$ cat src/hdl/jse_pkg.sv
`timescale 1ns / 1ps
// ----------------------------------------------------------------------------
// jse_pkg
// Shared types, character codes and helpers of the JSON string escaper.
// ----------------------------------------------------------------------------
package jse_pkg;

  localparam int unsigned MaxRun  = 8;              // longest escaped run
  localparam int unsigned RunIdxW = $clog2(MaxRun);
  localparam int unsigned BodyMax = 6;              // \u00XX

  localparam logic [7:0] QuoteCh     = 8'h22;
  localparam logic [7:0] BackslashCh = 8'h5C;
  localparam logic [7:0] SlashCh     = 8'h2F;
  localparam logic [7:0] SpaceCh     = 8'h20;
  localparam logic [7:0] TildeMax    = 8'd126;
  localparam logic [3:0] NibbleMask  = 4'hF;
  localparam logic [7:0] HexAlpha    = 8'h41;       // 'A'
  localparam logic [7:0] DigitZero   = 8'h30;       // '0'
  localparam logic [7:0] LetterU     = 8'h75;       // 'u'

  localparam logic [7:0] CtlBs  = 8'h08;
  localparam logic [7:0] CtlTab = 8'h09;
  localparam logic [7:0] CtlLf  = 8'h0A;
  localparam logic [7:0] CtlFf  = 8'h0C;
  localparam logic [7:0] CtlCr  = 8'h0D;

  typedef enum logic [1:0] {
    CLS_PLAIN,    // byte passes through
    CLS_PREFIX,   // backslash then the byte itself
    CLS_SHORT,    // backslash then a letter
    CLS_UNICODE   // \u00XX
  } esc_cls_e;

  typedef struct packed {
    logic [7:0] ch;
    logic       first;
    logic       last;
    logic       empty;
  } in_word_t;

  typedef struct packed {
    logic [7:0] ch;
    esc_cls_e   cls;
    logic [7:0] letter;
    logic       first;
    logic       last;
    logic       empty;
  } cls_word_t;

  typedef struct packed {
    logic [MaxRun-1:0][7:0] bytes;
    logic [RunIdxW-1:0]     last_idx;
  } run_word_t;

  function automatic logic [7:0] hex_digit(input logic [3:0] nib);
    logic [7:0] val;
    val = {4'h0, nib & NibbleMask};
    if (nib < 4'd10) begin
      return DigitZero + val;
    end
    return HexAlpha + val - 8'd10;
  endfunction

endpackage

$ cat src/hdl/jse_classify.sv
`timescale 1ns / 1ps
// ----------------------------------------------------------------------------
// jse_classify
// First stage: decodes the raw byte into an escape class and short letter.
// ----------------------------------------------------------------------------
module jse_classify import jse_pkg::*; (
  input  logic      clk_i,
  input  logic      rst_ni,
  input  logic      up_valid_i,
  output logic      up_ready_o,
  input  in_word_t  up_word_i,
  output logic      dn_valid_o,
  input  logic      dn_ready_i,
  output cls_word_t dn_word_o
);

  logic      valid_q, valid_d;
  cls_word_t word_q, word_d;

  assign up_ready_o = !valid_q || dn_ready_i;
  assign valid_d    = up_ready_o ? up_valid_i : valid_q;

  always_comb begin
    word_d.ch     = up_word_i.ch;
    word_d.first  = up_word_i.first;
    word_d.last   = up_word_i.last;
    word_d.empty  = up_word_i.empty;
    word_d.letter = up_word_i.ch;
    word_d.cls    = CLS_PLAIN;
    case (up_word_i.ch)
      QuoteCh, BackslashCh, SlashCh: word_d.cls = CLS_PREFIX;
      CtlBs:  begin word_d.cls = CLS_SHORT; word_d.letter = 8'h62; end // b
      CtlFf:  begin word_d.cls = CLS_SHORT; word_d.letter = 8'h66; end // f
      CtlLf:  begin word_d.cls = CLS_SHORT; word_d.letter = 8'h6E; end // n
      CtlCr:  begin word_d.cls = CLS_SHORT; word_d.letter = 8'h72; end // r
      CtlTab: begin word_d.cls = CLS_SHORT; word_d.letter = 8'h74; end // t
      default: begin
        if (up_word_i.ch < SpaceCh || up_word_i.ch > TildeMax) begin
          word_d.cls = CLS_UNICODE;
        end
      end
    endcase
  end

  always_ff @(posedge clk_i or negedge rst_ni) begin
    if (!rst_ni) begin
      valid_q <= 1'b0;
    end else begin
      valid_q <= valid_d;
    end
  end

  always_ff @(posedge clk_i) begin
    if (up_ready_o) begin
      word_q <= word_d;
    end
  end

  assign dn_valid_o = valid_q;
  assign dn_word_o  = word_q;

endmodule

$ cat src/hdl/jse_expand.sv
`timescale 1ns / 1ps
// ----------------------------------------------------------------------------
// jse_expand
// Second stage: lays out the whole escaped run, quotes included.
// ----------------------------------------------------------------------------
module jse_expand import jse_pkg::*; (
  input  logic      clk_i,
  input  logic      rst_ni,
  input  logic      up_valid_i,
  output logic      up_ready_o,
  input  cls_word_t up_word_i,
  output logic      dn_valid_o,
  input  logic      dn_ready_i,
  output run_word_t dn_word_o
);

  logic      valid_q, valid_d;
  run_word_t word_q, word_d;

  logic [BodyMax-1:0][7:0] body;
  logic [3:0]              body_len;
  logic [3:0]              pos;
  logic [3:0]              run_len;

  assign up_ready_o = !valid_q || dn_ready_i;
  assign valid_d    = up_ready_o ? up_valid_i : valid_q;

  always_comb begin
    body     = '0;
    body_len = 4'd2;
    pos      = '0;
    case (up_word_i.cls)
      CLS_PLAIN: begin
        body[0]  = up_word_i.ch;
        body_len = 4'd1;
      end
      CLS_PREFIX: begin
        body[0] = BackslashCh;
        body[1] = up_word_i.ch;
      end
      CLS_SHORT: begin
        body[0] = BackslashCh;
        body[1] = up_word_i.letter;
      end
      default: begin
        body[0]  = BackslashCh;
        body[1]  = LetterU;
        body[2]  = DigitZero;
        body[3]  = DigitZero;
        body[4]  = hex_digit(up_word_i.ch[7:4]);
        body[5]  = hex_digit(up_word_i.ch[3:0]);
        body_len = 4'd6;
      end
    endcase

    word_d.bytes = '0;
    if (up_word_i.empty) begin
      word_d.bytes[0] = QuoteCh;
      word_d.bytes[1] = QuoteCh;
      run_len         = 4'd2;
    end else begin
      for (int i = 0; i < MaxRun; i++) begin
        // position inside the body once the opening quote is skipped
        pos = 4'(i) - {3'b0, up_word_i.first};
        if (i == 0 && up_word_i.first) begin
          word_d.bytes[i] = QuoteCh;
        end else if (pos < body_len) begin
          word_d.bytes[i] = body[pos[2:0]];
        end else if (pos == body_len && up_word_i.last) begin
          word_d.bytes[i] = QuoteCh;
        end
      end
      run_len = body_len + {3'b0, up_word_i.first} + {3'b0, up_word_i.last};
    end
    word_d.last_idx = RunIdxW'(run_len - 4'd1);
  end

  always_ff @(posedge clk_i or negedge rst_ni) begin
    if (!rst_ni) begin
      valid_q <= 1'b0;
    end else begin
      valid_q <= valid_d;
    end
  end

  always_ff @(posedge clk_i) begin
    if (up_ready_o) begin
      word_q <= word_d;
    end
  end

  assign dn_valid_o = valid_q;
  assign dn_word_o  = word_q;

endmodule

$ cat src/hdl/jse_serialize.sv
`timescale 1ns / 1ps
// ----------------------------------------------------------------------------
// jse_serialize
// Output stage: holds one run and hands out its bytes one by one, holding while the output stalls.
// ----------------------------------------------------------------------------
module jse_serialize import jse_pkg::*; (
  input  logic       clk_i,
  input  logic       rst_ni,
  input  logic       up_valid_i,
  output logic       up_ready_o,
  input  run_word_t  up_word_i,
  output logic       out_valid_o,
  input  logic       out_stall_i,
  output logic [7:0] out_byte_o,
  output logic       last_of_run_o
);

  logic               busy_q, busy_d;
  logic [RunIdxW-1:0] idx_q, idx_d;
  run_word_t          run_q;
  logic               take, fin, load;

  assign take = busy_q && !out_stall_i;
  assign fin  = take && (idx_q == run_q.last_idx);
  // next run loads the cycle the last byte of the current one leaves
  assign up_ready_o = !busy_q || fin;
  assign load       = up_ready_o && up_valid_i;

  always_comb begin
    busy_d = busy_q;
    idx_d  = idx_q;
    if (load) begin
      busy_d = 1'b1;
      idx_d  = '0;
    end else if (fin) begin
      busy_d = 1'b0;
    end else if (take) begin
      idx_d = idx_q + RunIdxW'(1);
    end
  end

  always_ff @(posedge clk_i or negedge rst_ni) begin
    if (!rst_ni) begin
      busy_q <= 1'b0;
      idx_q  <= '0;
    end else begin
      busy_q <= busy_d;
      idx_q  <= idx_d;
    end
  end

  always_ff @(posedge clk_i) begin
    if (load) begin
      run_q <= up_word_i;
    end
  end

  assign out_valid_o   = busy_q;
  assign out_byte_o    = run_q.bytes[idx_q];
  assign last_of_run_o = (idx_q == run_q.last_idx);

  a_idx_in_run: assert property (@(posedge clk_i) disable iff (!rst_ni)
    busy_q |-> idx_q <= run_q.last_idx)
    else $error("byte index past end of run");

  a_load_restarts: assert property (@(posedge clk_i) disable iff (!rst_ni)
    load |=> busy_q && idx_q == '0)
    else $error("loaded run does not start at its first byte");

  a_fin_idle: assert property (@(posedge clk_i) disable iff (!rst_ni)
    fin && !up_valid_i |=> !busy_q)
    else $error("serializer stays busy after its last byte");

  a_step: assert property (@(posedge clk_i) disable iff (!rst_ni)
    take && !fin |=> idx_q == $past(idx_q) + RunIdxW'(1))
    else $error("byte index did not advance on a taken word");

endmodule

$ cat src/hdl/json_string_escaper.sv
`timescale 1ns / 1ps
// ----------------------------------------------------------------------------
// json_string_escaper
// Escapes a byte stream into JSON string text, quotes included.
// ----------------------------------------------------------------------------
//   channel | handshake              | payload
//   --------+------------------------+------------------------------------------
//   in      | in_valid_i / in_stall_o | char_byte, first/last_in_string, empty
//   out     | out_valid_o/out_stall_i | out_byte, last_of_run
//
// Three stages: classify, expand, serialize. A run of 1 to 8 output bytes
// leaves at one byte per cycle while the output does not stall, and the
// serializer takes the next run only as the last byte of its run leaves.
// Plain bytes flow at one word per cycle while the output does not stall.
// Reset clears the valid bits and the serializer's byte index only. A stall
// at the output backs up stage by stage; nothing is dropped or repeated.
// ----------------------------------------------------------------------------
module json_string_escaper import jse_pkg::*; (
  input  logic       clk_i,
  input  logic       rst_ni,
  input  logic       in_valid_i,
  output logic       in_stall_o,
  input  logic [7:0] char_byte_i,
  input  logic       first_in_string_i,
  input  logic       last_in_string_i,
  input  logic       empty_string_i,
  output logic       out_valid_o,
  input  logic       out_stall_i,
  output logic [7:0] out_byte_o,
  output logic       last_of_run_o
);

  in_word_t  in_word;
  cls_word_t cls_word;
  run_word_t run_word;
  logic      in_ready, cls_valid, cls_ready, run_valid, run_ready;

  assign in_word.ch    = char_byte_i;
  assign in_word.first = first_in_string_i;
  assign in_word.last  = last_in_string_i;
  assign in_word.empty = empty_string_i;
  assign in_stall_o    = !in_ready;

  jse_classify u_classify (
    .clk_i      (clk_i),
    .rst_ni     (rst_ni),
    .up_valid_i (in_valid_i),
    .up_ready_o (in_ready),
    .up_word_i  (in_word),
    .dn_valid_o (cls_valid),
    .dn_ready_i (cls_ready),
    .dn_word_o  (cls_word)
  );

  jse_expand u_expand (
    .clk_i      (clk_i),
    .rst_ni     (rst_ni),
    .up_valid_i (cls_valid),
    .up_ready_o (cls_ready),
    .up_word_i  (cls_word),
    .dn_valid_o (run_valid),
    .dn_ready_i (run_ready),
    .dn_word_o  (run_word)
  );

  jse_serialize u_serialize (
    .clk_i         (clk_i),
    .rst_ni        (rst_ni),
    .up_valid_i    (run_valid),
    .up_ready_o    (run_ready),
    .up_word_i     (run_word),
    .out_valid_o   (out_valid_o),
    .out_stall_i   (out_stall_i),
    .out_byte_o    (out_byte_o),
    .last_of_run_o (last_of_run_o)
  );

endmodule

$ cat config.mk
export PLATFORM = sky130hd
export DESIGN_NAME = json_string_escaper
export DESIGN_NICKNAME = d
export VERILOG_FILES = /design/src/hdl/jse_pkg.sv /design/src/hdl/jse_classify.sv /design/src/hdl/jse_expand.sv /design/src/hdl/jse_serialize.sv /design/src/hdl/json_string_escaper.sv
export SDC_FILE = /design/constraint.sdc
export NUM_CORES = 1
export LEC_CHECK = 0
export BUFFER_PORTS_ARGS = -buffer_cell sky130_fd_sc_hd__buf_2
export CORE_ASPECT_RATIO = 1.2
export CORE_UTILIZATION = 55
export CTS_CLUSTER_DIAMETER = 80
export DETAILED_ROUTE_END_ITERATION = 6
export PLACE_DENSITY = 0.83
export RECOVER_POWER = 100
export REMOVE_ABC_BUFFERS = 1
export SLEW_MARGIN = 20
export SYNTH_ARGS = -nofsm -noshare
export SYNTH_HDL_FRONTEND = slang
export SYNTH_SLANG_ARGS = --single-unit
$ cat constraint.sdc
create_clock -name clk_i -period 4.38 [get_ports clk_i]
set_input_delay 0.657 -clock clk_i [delete_from_list [all_inputs] [get_ports clk_i]]
set_output_delay 0.657 -clock clk_i [all_outputs]
set_load 0.05 [all_outputs]
==> results of run 1 <==
## critical path, cell delays in order, from the launching register on
cell and delay, ns:
dfrtp_1 0.82, xnor2_1 0.19, nand3_1 0.24, o21ai_0 0.27, and2_1 1.24, buf_4 0.37
## layer usage
metal / up-vias / routed length [um]
li1: 1651 / -
met1: 1671 / 4276
met2: 143 / 5631
met3: 25 / 524
met4: 0 / 260
met5: - / 0
## report_power, final
part | total [mW] | internal, mW | switching (mW)
Combinational | 1.20 | 0.407 | 0.794
Sequential | 1.93 | 1.73 | 0.199
Clock | 1.22 | 0.761 | 0.454
Total | 4.35 | 2.90 | 1.45
## synth_stat cells (4+ instances only)
master / number / area share, %
nor2b_1: 12 / 1.3
nor2_1: 43 / 2.7
xnor2_1: 7 / 1.0
a21oi_1: 13 / 1.1
and3_1: 6 / 0.63
mux2i_1: 7 / 1.2
a31oi_1: 6 / 0.63
nand2b_1: 13 / 1.4
o21ai_0: 21 / 1.8
clkbuf_1: 14 / 0.88
a221oi_1: 4 / 0.59
o21bai_1: 4 / 0.50
dfrtp_1: 6 / 2.5
mux4_2: 9 / 3.4
a211oi_1: 5 / 0.63
buf_2: 6 / 0.50
o21a_1: 4 / 0.50
nor3_1: 10 / 0.84
nand2_1: 13 / 0.82
inv_1: 15 / 0.95
ha_1: 19 / 4.0
nand3_1: 5 / 0.42
edfxtp_1: 127 / 64
or2_2: 10 / 1.1
## registers in the layout (all words and copies together), names as in the netlist
name                     count
u_classify.dn_valid_o        1
u_serialize.idx_q            3
u_serialize.run_q           53
u_serialize.out_valid_o      1
u_expand.dn_valid_o          1
u_classify.dn_word_o        21
u_expand.dn_word_o          53
## worst min path at each step
stage                                       from  cells past startpoint                     to  slack [ns]
after floorplan                           rst_ni                      0  u_classify.dn_valid_o        0.36
after global placement    u_expand.dn_word_o[42]                      0  u_serialize.run_q[42]        0.40
after detailed placement  u_expand.dn_word_o[18]                      0  u_serialize.run_q[18]        0.40
after CTS                                 rst_ni                      1  u_classify.dn_valid_o        0.06
after global routing                      rst_ni                      1  u_classify.dn_valid_o        0.12
final                                     rst_ni                      1  u_classify.dn_valid_o        0.12
## cells by family (layout without fill, tap and decap cells)
logic type      after synthesis  count (layout)  share of synthesized area [%]
simple gates                128             128                          11.03
flops                       133             133                          66.58
other cells                   1               1                        0.06299
mux                          18              18                          4.960
fa+ha+maj                    20              20                          4.330
compound gates               80              80                          9.143
buf+inv                      38              76                          2.711
xor+xnor                      8               8                          1.177
## layout make-up
class                   instances  area, um^2  area share, %
clock inverters                 9       62.56         0.9420
multi-input cells             255        1822          27.43
clock buffers                  22       444.2          6.688
well taps                     129       161.4          2.430
repair buffers                 30       131.4          1.978
inverters                      15       56.30         0.8478
flip-flops and latches        133        3964          59.68
## per-stage QoR
stage	instance area (um^2)	setup WS, ns	utilization, %	std cells	hold slack [ns]
finish	6641	0.9210	63.15	593	0.1170
global route	6641	0.5849	63.15	593	0.1244
CTS	6686	1.131	63.58	593	0.05857
detailed placement	6180	1.442	58.76	562	0.4045
global placement	6180	1.549	58.76	562	0.4013
floorplan	5848	0.2134	-	403	0.3614
==> metrics, run 1 <==
htree depth 4; total number of vias around 3.5k; Die W 96.98 um; EDFF count, synth around 130; I/O pins 26; met2 usage between 30% and 40%; CP endpoint u_serialize.run_q[53]; dpl hpwl 7.236 mm; max-slew violations 38; RD Place Congestion approximately 0.92; dominant synthesized flop cell edfxtp_1; Syn Inst Count about 430; met3 usage in global routing 5.187%; largest net degree at the start of global routing 55; Max clock buf depth 2; ant diodes 0; PwrDens between 600 and 700 mW/mm^2; Peak Freq 289.1 MHz; Critical Path Source Type flip-flop; CTS tree built; Post-Syn Area roughly 0.0060 mm^2; Worst Reg-to-Reg Cells 5; ratio of cells with drive above 1 in the final layout 10.99%; first-pass GRT wire length about 17 mm; DR DRC count 0; sequential area share after synthesis 66.58%; std cell rows approximately 40; CTS Hold Bufs 0; GRT busiest layer met2; Initial Util 56.61%; setup_tns 0 ns; commonest non-fill, non-tap cell in the layout edfxtp_1; initial antenna violation count 0; clock root cell clkbuf_16; Wirelength per Cell 18.03 um; DR iter-0 viols ~270; routed vias/inst approximately 5.9; Routed Antenna Nets 0; FF+latch count, synth approximately 130; GRT met1 Usage a little under a quarter; post-synthesis area per instance approximately 14 um^2; number of global-route vias before repair 3368; crit share post-route around four fifths; violated checks capacitance limit, slew limit; Clock Skew between 0.009 and 0.01 ns; Final Net Count a little under 500; CP required between 4 and 5 ns; Filler cells between 700 and 800; Leak Pwr approximately 2.3 nW; Slew @ Worst Pin between 1.5 and 2 ns; Slew headroom -6.910%; drt total wl 10.69 mm; Max Cap Viol 1; postcts setup bufs 0; yosys warns 0; Yosys cell types 53; setup violators final 0; most frequent cells in the layout 127 x edfxtp_1, 43 x nor2_1, 26 x clkbuf_1; Worst Path Class, Setup reg2reg; Overall Power roughly 4.3 mW; RSZ-0062 raised after global routing false; drt first pass iters 5; Synth async-reset ratio about 4.5%; Num CTS Buffers 17; final-report hold violation count 0; Worst EP arrival approximately 3.6 ns; core area about 0.011 mm^2; die height roughly 120 um; worst reg2reg endpoint u_serialize.run_q[53]; VDD IR-drop max 0.3364 mV; CP max FO 37; port bufs 25; crit path launch u_serialize.idx_q[2]; Reg clk slew, reported paths ~0.060 ns; GRT Total Usage 20.56%; Tightest Hold Check Type in2async; setup slack, reg-to-reg between 0.9 and 1 ns; Area Growth Syn to Fin 11.56%; PostCTS Resize Cnt 0; RR Startpoint u_serialize.idx_q[2]; latest clock arrival within the worst-skew pair about 0.40 ns; area of the die between 0.01 and 0.015 mm^2; minimum clock period after layout ~3.5 ns; CP Capture Type flip-flop; GR Overflow Total 0; clk sinks around 130; status finished, violations left
(Power assumes the default switching activity.)
==> run 2, diff against run 1 <==
ABC_AREA = 1   (was default)
PLACE_DENSITY = 0.86   (was 0.83)
clock period = 2.8 ns   (was 4.38 ns; I/O delays follow)
==> run 2 against run 1 <==
  * Sequential cell count stayed put
  * Cell area is 3.7% higher
  * Core utilization is 1.7 points higher
  * Routed wire length is 11% higher
  * The run ends with DRC left
  * Critical endpoint is now out_byte_o[4]
  * Critical path type is now reg2out
  * Clock skew is 0.0012 ns lower
  * Non-clock buffer count is 4 higher
  * Sequential share of layout area is 2.1 points lower
  * First-iteration DRC count is 19% higher
==> metrics, run 2 <==
max-slew violations 0 (was 38); I/O pins 26 (unchanged); Critical Path Source Type flip-flop (unchanged); Synth Area in Simple Gates 15.84% (was 11.03%); initial antenna violation count 0 (unchanged); worst setup margin 0.1246 ns (was 0.9210 ns); CP max FO 12 (was 37); commonest cells in the netlist 127 x edfxtp_1, 102 x nand2_1, 63 x nor2_1 (was 127 x edfxtp_1, 43 x nor2_1, 21 x o21ai_0); fin area 0.006888 mm^2 (was 0.006641 mm^2); final-report hold violation count 0 (unchanged); Worst Path Class, Setup reg2out (was reg2reg); GRT Total Usage 22.66% (was 20.56%); dominant synthesized flop cell edfxtp_1 (unchanged); Post-Synth Adder-Cell Area 4.233% (was 4.330%); Tightest Hold Check Type in2reg (was in2async); clock root cell clkbuf_16 (unchanged); area of the die 0.01150 mm^2 (was 0.01125 mm^2); die height 117.3 um (was 116.0 um); minimum clock period after layout around 2.7 ns; Worst EP arrival 2.26 ns (was 3.56 ns); commonest non-fill, non-tap cell in the layout edfxtp_1 (unchanged); post-synthesis mux area share 0% (was 4.960%); Max Cap Viol 0 (was 1); Max clock buf depth 2 (unchanged); Die W 98.05 um (was 96.98 um); Filler cells 766 (was 727); routed vias/inst 5.588 (was 5.885); drt first pass iters 7 (was 5); DR DRC count 2 (was 0); violated checks DRC (was capacitance limit, slew limit); status finished, violations left (unchanged); port bufs 25 (unchanged); post-synthesis area per instance 11.15 um^2 (was 13.97 um^2); RR Startpoint u_classify.dn_word_o[11] (was u_serialize.idx_q[2]); Peak Freq approximately 370 MHz; RD Place Congestion 0.9163 (was 0.9189); cell with the most instances after synthesis edfxtp_1 (unchanged); Wirelength per Cell 16.37 um (was 18.03 um); latest clock arrival within the worst-skew pair 0.41 ns (was 0.40 ns); multi-input logic area 0.001770 mm^2 (was 0.001822 mm^2); drt total wl 11.92 mm (was 10.69 mm); CP Capture Type output pin (was flip-flop); Seq. cell area 0.003965 mm^2 (was 0.003964 mm^2); Synth Area in Compound Gates 8.878% (was 9.142%); ratio of cells with drive above 1 in the final layout 10.85% (was 10.99%); largest family of logic cells by synthesized area simple AND/OR/NAND/NOR gates (unchanged); setup violators final 0 (unchanged); Worst Reg-to-Reg Cells 8 (was 5); ant diodes 0 (unchanged); core area 0.01062 mm^2 (was 0.01052 mm^2); Post-Syn Area 0.006088 mm^2 (was 0.005953 mm^2); Routed Antenna Nets 0 (unchanged); EDFF count, synth 127 (unchanged); CP endpoint out_byte_o[4] (was u_serialize.run_q[53]); Num CTS Buffers 17 (unchanged); worst slack, placed 0.5963 ns (was 1.442 ns); worst reg2reg endpoint u_expand.dn_word_o[18] (was u_serialize.run_q[53]); largest net degree at the start of global routing 55 (unchanged); CP required 2.38 ns (was 4.48 ns); number of global-route vias before repair 3963 (was 3368); setup slack, reg-to-reg 0.18 ns (was 0.92 ns); leading post-synthesis cells by cell area edfxtp_1 63%, nand2_1 6.3%, ha_1 3.9% (was edfxtp_1 64%, ha_1 4.0%, mux4_2 3.4%); htree depth 4 (unchanged); post-synth top area share 62.64% (was 64.06%); CTS tree built (unchanged); Syn Inst Count 546 (was 426); RSZ-0062 raised after global routing true (was false); DR iter-0 viols 322 (was 271); first-pass GRT wire length 19.40 mm (was 17.24 mm); GR Overflow Total 0 (unchanged); Yosys cell types 40 (was 53); placed cell areas 0.006382 mm^2 (was 0.006180 mm^2); fraction of synthesized cell area in xor and xnor cells 0.6987% (was 1.177%); Slew headroom 15.28% (was -6.910%); Synth area leader edfxtp_1 (unchanged); WHS Path Cells 1; Final Net Count 621 (was 487); yosys warns 0 (unchanged); Area Growth Syn to Fin 13.13% (was 11.56%); sequential area share after synthesis 65.10% (was 66.58%); total number of vias 4068 (was 3490); Initial Util 57.33% (was 56.61%); Slew @ Worst Pin 1.271 ns (was 1.604 ns); clk sinks 133 (unchanged); FF+latch count, synth 133 (unchanged); Reg clk slew, reported paths 0.06 ns (about the same); Synth async-reset ratio 4.511% (unchanged); Clock Skew 0.008075 ns (was 0.009256 ns); most frequent cells in the layout 127 x edfxtp_1, 103 x nand2_1, 64 x nor2_1 (was 127 x edfxtp_1, 43 x nor2_1, 26 x clkbuf_1); std cell rows 41 (unchanged); crit path launch u_serialize.idx_q[1] (was u_serialize.idx_q[2]); dpl hpwl 8.436 mm (was 7.236 mm); crit share post-route ~96%
## run 2: cell types whose count changed in the layout (fill, tap and decap cells not counted), moves of 10 or more
cell	delta
nand3_1	+18
o21ai_0	+25
clkbuf_1	-14
inv_1	+44
nor2_1	+21
nor2b_1	-12
nand4_1	+10
nand2_1	+90
nand2b_1	-13
buf_2	+10
## run 2: critical path, stage by stage, from the launching register on
cell      delay, ns
dfrtp_1        0.55
inv_1          0.39
o21ai_0        0.18
o22ai_1        0.25
nand2_1        0.10
o211ai_1       0.08
buf_2          0.28
## run 2: logic make-up (layout without fill, tap and decap cells)
| group | count (synthesis) | after routing |
|---|---|---|
| xor+xnor | 4 | 4 |
| simple gates | 218 | 218 |
| fa+ha+maj | 20 | 20 |
| flops | 133 | 133 |
| buf+inv | 79 | 132 |
| compound gates | 91 | 91 |
| other cells | 1 | 1 |
## run 2: stage by stage
step / TNS [ns] / cells / hold slack [ns] / utilization, %
3_5_place_dp: 0 / 693 / 0.2560 / 60.10
6_report: 0 / 728 / 0.1849 / 64.86
3_3_place_gp: 0 / 693 / 0.2521 / 60.10
4_1_cts: 0 / 726 / 0.1748 / 65.56
2_1_floorplan: -7.218 / 533 / 0.1244 / -
5_1_grt: 0 / 728 / 0.1753 / 64.86
## run 2: repair_timing
action / CTS / global route
hold buffers: 1 / 0
gates resized for setup: 0 / 2
endpoints found under the hold margin: 6 / 0
buffers inserted: 0 / 2
setup endpoints to repair: 0 / 4
## run 2: how the worst min path moves through the flow
stage	from	endpoint
finish	first_in_string_i	u_classify.dn_word_o[2]
global placement	rst_ni	u_expand.dn_valid_o
floorplan	rst_ni	u_classify.dn_valid_o
detailed placement	rst_ni	u_serialize.out_valid_o
CTS	empty_string_i	u_classify.dn_word_o[0]
global route	first_in_string_i	u_classify.dn_word_o[2]
## run 2: cell type report
| class | instances | share of cell area [%] |
|---|---|---|
| clock buffer | 17 | 6.176 |
| clock inverter | 15 | 2.089 |
| inverter | 66 | 3.651 |
| multi-input combinational | 334 | 25.70 |
| sequential | 133 | 57.57 |
| tap | 129 | 2.343 |
| timing repair buffer | 34 | 2.470 |
## run 2: per-layer routing
layer	wire (um)	GRT usage (%)	vias to the layer above
li1	-	-	1977
met1	4742	25.94	1919
met2	6202	40.61	139
met3	620	4.929	33
met4	354	11.31	0
met5	0	0	-
Power of run 2 is left out: the tool's default activity adds up to more than one toggle a clock period on the data nets, which glitch-free logic cannot reach.
